File: config.mk
export PLATFORM = sky130hd
export DESIGN_NAME = proportional_seek_position_unit
export DESIGN_NICKNAME = d
export VERILOG_FILES = /design/src/hdl/psp_pkg.sv /design/src/hdl/proportional_seek_position_unit.sv
export SDC_FILE = /design/constraint.sdc
export NUM_CORES = 1
export LEC_CHECK = 0
export BUFFER_PORTS_ARGS = -buffer_cell sky130_fd_sc_hd__clkbuf_2
export CAP_MARGIN = 10
export CORE_MARGIN = 1.5
export CORE_UTILIZATION = 60
export DETAILED_ROUTE_END_ITERATION = 10
export HOLD_SLACK_MARGIN = 0.03
export PLACE_DENSITY = 0.76
export SLEW_MARGIN = 20
export SYNTH_ARGS = -nofsm -noshare
export SYNTH_HDL_FRONTEND = slang
export SYNTH_SLANG_ARGS = --single-unit
File: constraint.sdc
create_clock -name clk_i -period 8.71 [get_ports clk_i]
set_input_delay 1.3065 -clock clk_i [delete_from_list [all_inputs] [get_ports clk_i]]
set_output_delay 1.3065 -clock clk_i [all_outputs]
set_load 0.05 [all_outputs]
File: src/hdl/psp_pkg.sv
// Types and constants of the proportional seek position unit.
package psp_pkg;

  localparam int unsigned TIME_BITS_DEF = 24;
  localparam int unsigned PCT_BITS      = 7;
  localparam int unsigned STEP_DIVISOR  = 60;
  localparam int unsigned PERCENT_FULL  = 100;
  localparam int unsigned STEP_MIN_RST  = 5;
  localparam int unsigned STEP_MAX_RST  = 60;

  typedef enum logic [1:0] {
    OP_RESET = 2'd0,
    OP_BEGIN = 2'd1,
    OP_MOVE  = 2'd2
  } op_e;

  typedef enum logic {
    CFG_STEP_MIN = 1'b0,
    CFG_STEP_MAX = 1'b1
  } cfg_e;

endpackage

File: src/hdl/proportional_seek_position_unit.sv
// Proportional seek position unit: session state, step sequencer and percent divider.
//
//  channel  | handshake                | payload
//  ---------+--------------------------+-------------------------------------------------
//  in       | in_valid_i / in_stall_o  | operation_i, elapsed_time_i, track_length_i,
//           |                          | direction_i
//  out      | out_valid_o / out_stall_i| accepted_o, session_active_o, target_time_o,
//           |                          | target_percent_o
//  cfg      | cfg_valid_i / cfg_ready_o| cfg_index_i, cfg_data_i
//
// A stepping move computes length / 60 as one reciprocal multiply, then clamps, applies,
// and runs the restoring divider for the percent, one quotient bit per cycle. Reset,
// begin and ignored items go straight to the percent step; a zero length or a target at
// full length skips the divider. A new item is taken only while the sequencer is
// idle; a result waits in the output register under stall while the next item is at work,
// and that item holds in its last state until the register frees. Reset clears the session
// and loads the step registers with 5 and 60.
module proportional_seek_position_unit import psp_pkg::*; #(
  parameter int unsigned TIME_BITS = TIME_BITS_DEF
) (
  input  logic                 clk_i,
  input  logic                 rst_ni,
  // input items
  input  logic                 in_valid_i,
  output logic                 in_stall_o,
  input  logic [1:0]           operation_i,
  input  logic [TIME_BITS-1:0] elapsed_time_i,
  input  logic [TIME_BITS-1:0] track_length_i,
  input  logic signed [1:0]    direction_i,
  // result items
  output logic                 out_valid_o,
  input  logic                 out_stall_i,
  output logic                 accepted_o,
  output logic                 session_active_o,
  output logic [TIME_BITS-1:0] target_time_o,
  output logic [PCT_BITS-1:0]  target_percent_o,
  // register writes
  input  logic                 cfg_valid_i,
  output logic                 cfg_ready_o,
  input  logic                 cfg_index_i,
  input  logic [TIME_BITS-1:0] cfg_data_i
);

  localparam int unsigned DW = TIME_BITS + PCT_BITS;
  localparam int unsigned CW = $clog2(PCT_BITS + 1);
  // rounded-up reciprocal of 60, exact for every length of TIME_BITS bits
  localparam int unsigned RECIP_SH = TIME_BITS + $clog2(STEP_DIVISOR);
  localparam logic [TIME_BITS:0] RECIP =
    (TIME_BITS+1)'(((64'd1 << RECIP_SH) + 64'(STEP_DIVISOR) - 64'd1) / 64'(STEP_DIVISOR));

  typedef enum logic [6:0] {
    S_IDLE     = 7'b0000001,
    S_DIV_STEP = 7'b0000010,
    S_CLAMP    = 7'b0000100,
    S_APPLY    = 7'b0001000,
    S_PCT      = 7'b0010000,
    S_DIV_PCT  = 7'b0100000,
    S_DONE     = 7'b1000000
  } state_e;

  state_e               state_q, state_d;
  logic                 active_q, active_d;
  logic [TIME_BITS-1:0] length_q, length_d;
  logic [TIME_BITS-1:0] target_q, target_d;
  logic [TIME_BITS-1:0] step_min_q, step_min_d;
  logic [TIME_BITS-1:0] step_max_q, step_max_d;
  logic                 out_valid_q, out_valid_d;

  logic                 dir_back_q, dir_back_d;
  logic                 acc_q, acc_d;
  logic [TIME_BITS-1:0] rem_q, rem_d;
  logic [DW-1:0]        quo_q, quo_d;
  logic [TIME_BITS-1:0] dsr_q, dsr_d;
  logic [CW-1:0]        cnt_q, cnt_d;
  logic [TIME_BITS-1:0] step_q, step_d;
  logic [PCT_BITS-1:0]  pct_q, pct_d;
  logic                 out_acc_q, out_acc_d;
  logic                 out_active_q, out_active_d;
  logic [TIME_BITS-1:0] out_target_q, out_target_d;
  logic [PCT_BITS-1:0]  out_pct_q, out_pct_d;

  // percent divider step: one restoring iteration
  logic [TIME_BITS:0]   rem_sh;
  logic                 fits;
  logic [TIME_BITS:0]   rem_diff;
  logic [TIME_BITS-1:0] rem_nx;
  logic [DW-1:0]        quo_nx;

  assign rem_sh   = {rem_q, quo_q[DW-1]};
  assign fits     = rem_sh >= {1'b0, dsr_q};
  assign rem_diff = rem_sh - {1'b0, dsr_q};
  assign rem_nx   = fits ? rem_diff[TIME_BITS-1:0] : rem_sh[TIME_BITS-1:0];
  assign quo_nx   = {quo_q[DW-2:0], fits};

  // length / 60 as a multiply by the reciprocal
  logic [2*TIME_BITS:0] share_prod;
  assign share_prod = (2*TIME_BITS+1)'(length_q) * (2*TIME_BITS+1)'(RECIP);

  // target times one hundred as shifts and adds
  logic [DW-1:0] prod;
  assign prod = (DW'(target_q) << 6) + (DW'(target_q) << 5) + (DW'(target_q) << 2);

  // clamp of the share, then the saturating move
  logic [TIME_BITS-1:0] share;
  logic [TIME_BITS-1:0] room;
  logic [TIME_BITS-1:0] moved;
  assign share = quo_q[TIME_BITS-1:0];
  assign room  = length_q - target_q;

  always_comb begin
    if (dir_back_q) begin
      moved = (target_q < step_q) ? '0 : target_q - step_q;
    end else if (target_q >= length_q || room < step_q) begin
      moved = length_q;
    end else begin
      moved = target_q + step_q;
    end
  end

  assign in_stall_o  = (state_q != S_IDLE);
  assign cfg_ready_o = 1'b1;

  // sequencer and next-state logic
  always_comb begin
    state_d      = state_q;
    active_d     = active_q;
    length_d     = length_q;
    target_d     = target_q;
    step_min_d   = step_min_q;
    step_max_d   = step_max_q;
    out_valid_d  = out_valid_q;
    dir_back_d   = dir_back_q;
    acc_d        = acc_q;
    rem_d        = rem_q;
    quo_d        = quo_q;
    dsr_d        = dsr_q;
    cnt_d        = cnt_q;
    step_d       = step_q;
    pct_d        = pct_q;
    out_acc_d    = out_acc_q;
    out_active_d = out_active_q;
    out_target_d = out_target_q;
    out_pct_d    = out_pct_q;

    // register writes
    if (cfg_valid_i) begin
      unique case (cfg_index_i)
        CFG_STEP_MIN: step_min_d = cfg_data_i;
        CFG_STEP_MAX: step_max_d = cfg_data_i;
        default: ;
      endcase
    end

    // drop the result once its transfer completes
    if (out_valid_q && !out_stall_i) begin
      out_valid_d = 1'b0;
    end

    unique case (state_q)
      S_IDLE: begin
        if (in_valid_i) begin
          acc_d   = 1'b0;
          state_d = S_PCT;
          case (operation_i)
            OP_RESET: begin
              active_d = 1'b0;
              length_d = '0;
              target_d = '0;
              acc_d    = 1'b1;
            end
            OP_BEGIN: begin
              if (track_length_i != '0) begin
                active_d = 1'b1;
                length_d = track_length_i;
                target_d = (elapsed_time_i > track_length_i) ? track_length_i
                                                             : elapsed_time_i;
                acc_d    = 1'b1;
              end
            end
            OP_MOVE: begin
              dir_back_d = direction_i[1];
              if (active_q && direction_i != 2'sd0) begin
                state_d = S_DIV_STEP;
              end
            end
            default: ;
          endcase
        end
      end
      S_DIV_STEP: begin
        quo_d   = DW'(share_prod[2*TIME_BITS:RECIP_SH]);
        state_d = S_CLAMP;
      end
      S_CLAMP: begin
        if (share < step_min_q) begin
          step_d = step_min_q;
        end else if (share > step_max_q) begin
          step_d = step_max_q;
        end else begin
          step_d = share;
        end
        state_d = S_APPLY;
      end
      S_APPLY: begin
        target_d = moved;
        acc_d    = (moved != target_q);
        state_d  = S_PCT;
      end
      S_PCT: begin
        if (length_q == '0) begin
          pct_d   = '0;
          state_d = S_DONE;
        end else if (target_q >= length_q) begin
          pct_d   = PCT_BITS'(PERCENT_FULL);
          state_d = S_DONE;
        end else begin
          rem_d   = prod[DW-1:PCT_BITS];
          quo_d   = {prod[PCT_BITS-1:0], {TIME_BITS{1'b0}}};
          dsr_d   = length_q;
          cnt_d   = CW'(PCT_BITS);
          state_d = S_DIV_PCT;
        end
      end
      S_DIV_PCT: begin
        rem_d = rem_nx;
        quo_d = quo_nx;
        cnt_d = cnt_q - 1'b1;
        if (cnt_q == CW'(1)) begin
          pct_d   = quo_nx[PCT_BITS-1:0];
          state_d = S_DONE;
        end
      end
      S_DONE: begin
        // hold until the output register is free
        if (!out_valid_q || !out_stall_i) begin
          out_valid_d  = 1'b1;
          out_acc_d    = acc_q;
          out_active_d = active_q;
          out_target_d = target_q;
          out_pct_d    = pct_q;
          state_d      = S_IDLE;
        end
      end
      default: state_d = S_IDLE;
    endcase
  end

  // control and session state
  always_ff @(posedge clk_i or negedge rst_ni) begin
    if (!rst_ni) begin
      state_q     <= S_IDLE;
      active_q    <= 1'b0;
      length_q    <= '0;
      target_q    <= '0;
      step_min_q  <= TIME_BITS'(STEP_MIN_RST);
      step_max_q  <= TIME_BITS'(STEP_MAX_RST);
      out_valid_q <= 1'b0;
    end else begin
      state_q     <= state_d;
      active_q    <= active_d;
      length_q    <= length_d;
      target_q    <= target_d;
      step_min_q  <= step_min_d;
      step_max_q  <= step_max_d;
      out_valid_q <= out_valid_d;
    end
  end

  // datapath registers
  always_ff @(posedge clk_i) begin
    dir_back_q   <= dir_back_d;
    acc_q        <= acc_d;
    rem_q        <= rem_d;
    quo_q        <= quo_d;
    dsr_q        <= dsr_d;
    cnt_q        <= cnt_d;
    step_q       <= step_d;
    pct_q        <= pct_d;
    out_acc_q    <= out_acc_d;
    out_active_q <= out_active_d;
    out_target_q <= out_target_d;
    out_pct_q    <= out_pct_d;
  end

  assign out_valid_o      = out_valid_q;
  assign accepted_o       = out_acc_q;
  assign session_active_o = out_active_q;
  assign target_time_o    = out_target_q;
  assign target_percent_o = out_pct_q;

endmodule

# == After elaboration in Yosys (flattened, before gate mapping) ==
# Index checks and enable logic that the tools add are counted.
# word_totals
output_inout_bits,36
input_bits,82
reg_bits,253
elab_cells,127
# classes
magnitude_cmp,7
reduce_logical,26
eq_ne,21
add_sub_neg,7
mux,43
bitwise,3
n_mul,1
# ops
operator,count
$mux W24,12
$pmux W24 S2,4
$pmux W31 S3,1
$lt A24 B24 Y1,3
$sub A24 B24 Y24,3
$mux W31,2
$mux W7,8
$pmux W7 S7,1
$gt A24 B24 Y1,2
$mul A24 B24 Y48 const B,1
$add A30 B29 Y31,1
$add A31 B26 Y31,1
$ge A25 B24 Y1,1
$add A24 B24 Y24,1
$ge A24 B24 Y1,1
$logic_not A24 Y1,1
$ne A24 B24 Y1,1
$reduce_bool A24 Y1,1
$reduce_and A3 Y1,6
$pmux W7 S2,1
$ne A2 B2 Y1 const B,6
$mux W5,2
$reduce_and A2 Y1,4
$reduce_and A4 Y1,2
other kinds (25),42

# == Depth between registers and ports, before layout ==
# depth
ltp_word,7
depth_mapped,30
ltp_nobuf,28

# == Worst setup path before layout ==
# Ideal clock, no wire load.
# synth_path
path_type,reg-to-reg
startpoint,register target_q[1]
endpoint,"register acc_q, data pin"
path_buffers,1
path_slack_ns,2.125
required_ns,8.437
stages_incl_launch_ff,28
setup_ns,0.273
arrival_ns,6.312
path_cell_list,dfrtp_1 -> clkbuf_1 -> inv_1 -> ha_1 -> nor2b_1 -> o21ai_0 -> a21boi_0 -> o21ai_0 -> a21boi_0 -> o41ai_1 -> o311ai_0 -> o221ai_1 -> o211ai_1 -> a31oi_1 -> o21bai_1 -> xor2_1 -> ha_1 -> nand4_1 -> nor3_1 -> o211ai_1 -> a221oi_4 -> mux2i_1 -> or2_2 -> nor2_1 -> or4_1 -> or4_1 -> nor4_2 -> a41oi_1
# synth_between
elab_chain_len,7
word_cells_on_any_way,12
cone_classes,add/sub: 3; order compare: 3; eq/ne: 1; mux: 4; reduce/logical: 1
# synth_rtl
item,line,source
"start, declared",proportional_seek_position_unit.sv:64,"logic [TIME_BITS-1:0] target_q, target_d;"
"start signal, assigned",proportional_seek_position_unit.sv:262,target_q <= target_d;
$sub A24 B24 Y24,proportional_seek_position_unit.sv:108,assign room = length_q - target_q;
$lt A24 B24 Y1,proportional_seek_position_unit.sv:113,end else if (target_q >= length_q || room < step_q) begin
$logic_or A1 B1 Y1,proportional_seek_position_unit.sv:113,
$mux W24,proportional_seek_position_unit.sv:113,
$mux W24,proportional_seek_position_unit.sv:111,if (dir_back_q) begin
$ne A24 B24 Y1 (*),proportional_seek_position_unit.sv:206,acc_d = (moved != target_q);
$pmux W1 S2 (*),proportional_seek_position_unit.sv:159,unique case (state_q)
via acc_d,proportional_seek_position_unit.sv:70,"logic acc_q, acc_d;"
"end signal, assigned",proportional_seek_position_unit.sv:272,acc_q <= acc_d;
"end, declared",proportional_seek_position_unit.sv:70,
# The timed path passes the listed nets; every way through them passes the cells marked *.
# A chain may end at the register's enable or synchronous reset.

# == Worst setup path after layout ==
# layout_path
startpoint,register target_q[2]
endpoint,"register acc_q, data pin"
# The elaborated chain is that of the path after synthesis.

==> results_dict.tcl <==
set metrics [dict create \
    drive_above_1_share_pct 11.0 \
    period_needed_ps 7510 \
    tritoncts "built" \
    grt_pass1_wl_mm 129 \
    synth_top_area_share_pct 21.2 \
    synthCells 2697 \
    hold_viol_final 0 \
    route.detailed.drc 0 \
    clock-sinks 253 \
    synth_top_flop_cell "edfxtp_1" \
    post_cts_buffers 0 \
    ys_types 87 \
    crit_path_start "target_q[2]" \
    maxSlewViolCount 0 \
    antenna_left 0 \
    num_rows 75 \
    vias_per_cell 6.44 \
    htree_levels 1 \
    num-fill-cells 3418 \
    dp_hpwl_mm 65.9 \
    grt.total_usage_pct 38.8 \
    clock_path_buffers 3 \
    yosys.area.top_type "ha_1" \
    rsz0062_at_grt "no" \
    overflow 0 \
    io_buffers 116 \
    initial_core_util_pct 60.9 \
    r2r-start "target_q[2]" \
    die_h_um 210 \
    worst_pin_slew_ps 1050 \
    io_pins 118 \
    r2r_slack_ps 1200 \
    die_area_um2 43900 \
    finalCritPeriodShare_pct 86.2 \
    synth_seq_cells 253 \
    finalNetCount 3436 \
    numCtsBuffers 31 \
    max_freq_mhz 133 \
    syn_nets 3313 \
    r2r-end "acc_q" \
    core_um2 42000 \
    slew_headroom_pct 30.0 \
    status "complete, no violations" \
    clkLatencyLatePin_ps 600 \
    gp_congestion 1.02 \
    crit_path_top_delay_cell "or4_1" \
    path_class "register to register" \
    crit_path_end "acc_q" \
    cp-start-kind "register" \
    path_clk_slew_ps 70 \
    yosys-top-cells-area "ha_1 (21%), edfxtp_1 (17%), dfrtp_1 (9.6%)" \
    area_growth_pct 9.45 \
    max_stage_delay_ps 630 \
    synth-edff-count 148 \
    crit_required_ps 9040 \
    grt_pass1_vias 22000 \
    cp-end-kind "register" \
    syn_area_um2 25600 \
    synthArstFlopShare_pct 41.5 \
    yosys_warnings 0 \
    wl_per_cell_um 25.0 \
    synth.yosys.seq_area_share_pct 27.6 \
    grt_max_degree 74 \
    cts_hold_buf 0 \
    antenna_found_initial 9 \
    fin_skew_ps 24.7 \
    placed_cells 3326 \
    yosys.cell_count.top_type "ha_1" \
    avgSynthCellArea_um2 9.50 \
    fin_cells 3387 \
    die_w_um 210 \
    synth_common_cells "ha_1 (433), inv_1 (336), a21oi_1 (174)" \
    min_path_type "register to register" \
    via_count 21800 \
    hold_path.startpoint "pct_q[0]" \
    cts-root-buf "clkbuf_16" \
    wl_mm 84.7 \
    drt_iter0_markers 2089 \
    maxCapViolations 0 \
    drt_pass1_iterations 5 \
    setup_tns_ps 0 \
    cts.repair.resized 0 \
    path_max_fanout 45 \
    setup_violations 0 \
    reg2reg_depth 27 \
    cp.arrival_ps 7830 \
]
## state kept, by name, indices dropped and copies added (netlist names)
signal,cells
pct_q,7
quo_q,31
target_time_o,24
step_min_q,24
target_percent_o,7
target_q,24
dir_back_q,1
acc_q,1
length_q,24
session_active_o,1
cnt_q,3
step_max_q,24
dsr_q,24
accepted_o,1
out_valid_o,1
step_q,24
state_q,7
active_q,1
rem_q,24
## cells in the final DEF, fill, tap and decap left out, types with 20 or more instances in the layout
cell         n
o21a_1      20
a221oi_1    25
nand3_1     49
clkbuf_2   115
nor4_1      26
a21oi_1    173
xor2_1      29
a211oi_1    20
buf_4       55
mux2i_1     65
ha_1       433
o31ai_1     37
o21ai_0    123
fa_1       101
o21bai_1    20
clkbuf_16   31
a31oi_1     21
edfxtp_1   148
nand2b_1    32
nor2b_1     30
nand4_1     25
nor3_1      53
dfrtp_1     98
inv_1      336
xnor2_1     76
a21o_1      67
nand2_1    169
mux2_2      51
nor2_1     146
## cell type report
| type | instances | area, um2 | area share (%) |
|---|---|---|---|
| clock buffer | 44 | 865 | 3.08 |
| inverter | 338 | 1270 | 4.53 |
| timing repair buffer | 171 | 1010 | 3.60 |
| clock inverter | 14 | 113 | 0.402 |
| tap | 539 | 674 | 2.41 |
| antenna | 3 | 7.51 | 0.0268 |
| sequential | 253 | 7080 | 25.3 |
| multi-input combinational | 2025 | 17000 | 60.7 |
## routing by layer
metal	up-vias	part of all wire, %	global-route usage (%)
met5	-	0.10	0
met3	278	9.7	7.72
met4	12	5.7	18.5
met1	10500	40	51.2
met2	1030	44	61.2
li1	9964	-	-
## how the worst min path moves through the flow
| stage | to | depth (start not counted) |
|---|---|---|
| 2_1_floorplan | accepted_o | 0 |
| 3_3_place_gp | target_percent_o[0] | 0 |
| 3_5_place_dp | target_percent_o[0] | 0 |
| 4_1_cts | target_percent_o[0] | 0 |
| 5_1_grt | target_percent_o[0] | 0 |
| 6_report | target_percent_o[0] | 0 |
## cell families (layout without fill, tap and decap cells)
logic type | count (synthesis) | after routing | share of synthesized area, %
flip-flops | 253 | 253 | 27.6
AND/OR/NAND/NOR | 627 | 627 | 12.0
buffers and inverters | 419 | 567 | 6.26
multiplexers | 116 | 116 | 4.78
adder cells (fa/ha/maj) | 534 | 534 | 29.0
AO/OA/AOI/OAI | 642 | 642 | 16.6
other | 1 | 4 | 0.0146
XOR/XNOR | 105 | 105 | 3.59
## worst max-delay path: cells and delay by family (launching register included)
kind / cells / cell delay [ps]
xor+xnor: 1 / 80
compound gates: 15 / 3780
flops: 1 / 520
buf+inv: 3 / 570
simple gates: 5 / 1250
fa+ha+maj: 2 / 660
mux: 1 / 330
## through the flow
step	hold WS, ps	instance area [um2]	worst slack (ps)	util [%]
after floorplan	400	25600	2120	-
after global placement	402	27000	1390	64.3
after detailed placement	405	27000	1350	64.3
after CTS	420	28000	1280	66.7
after global routing	421	28000	624	66.7
final	421	28000	1200	66.7
Power is not shown: default switching activity piles up to over one toggle a cycle in this logic, so the estimate is an artifact.
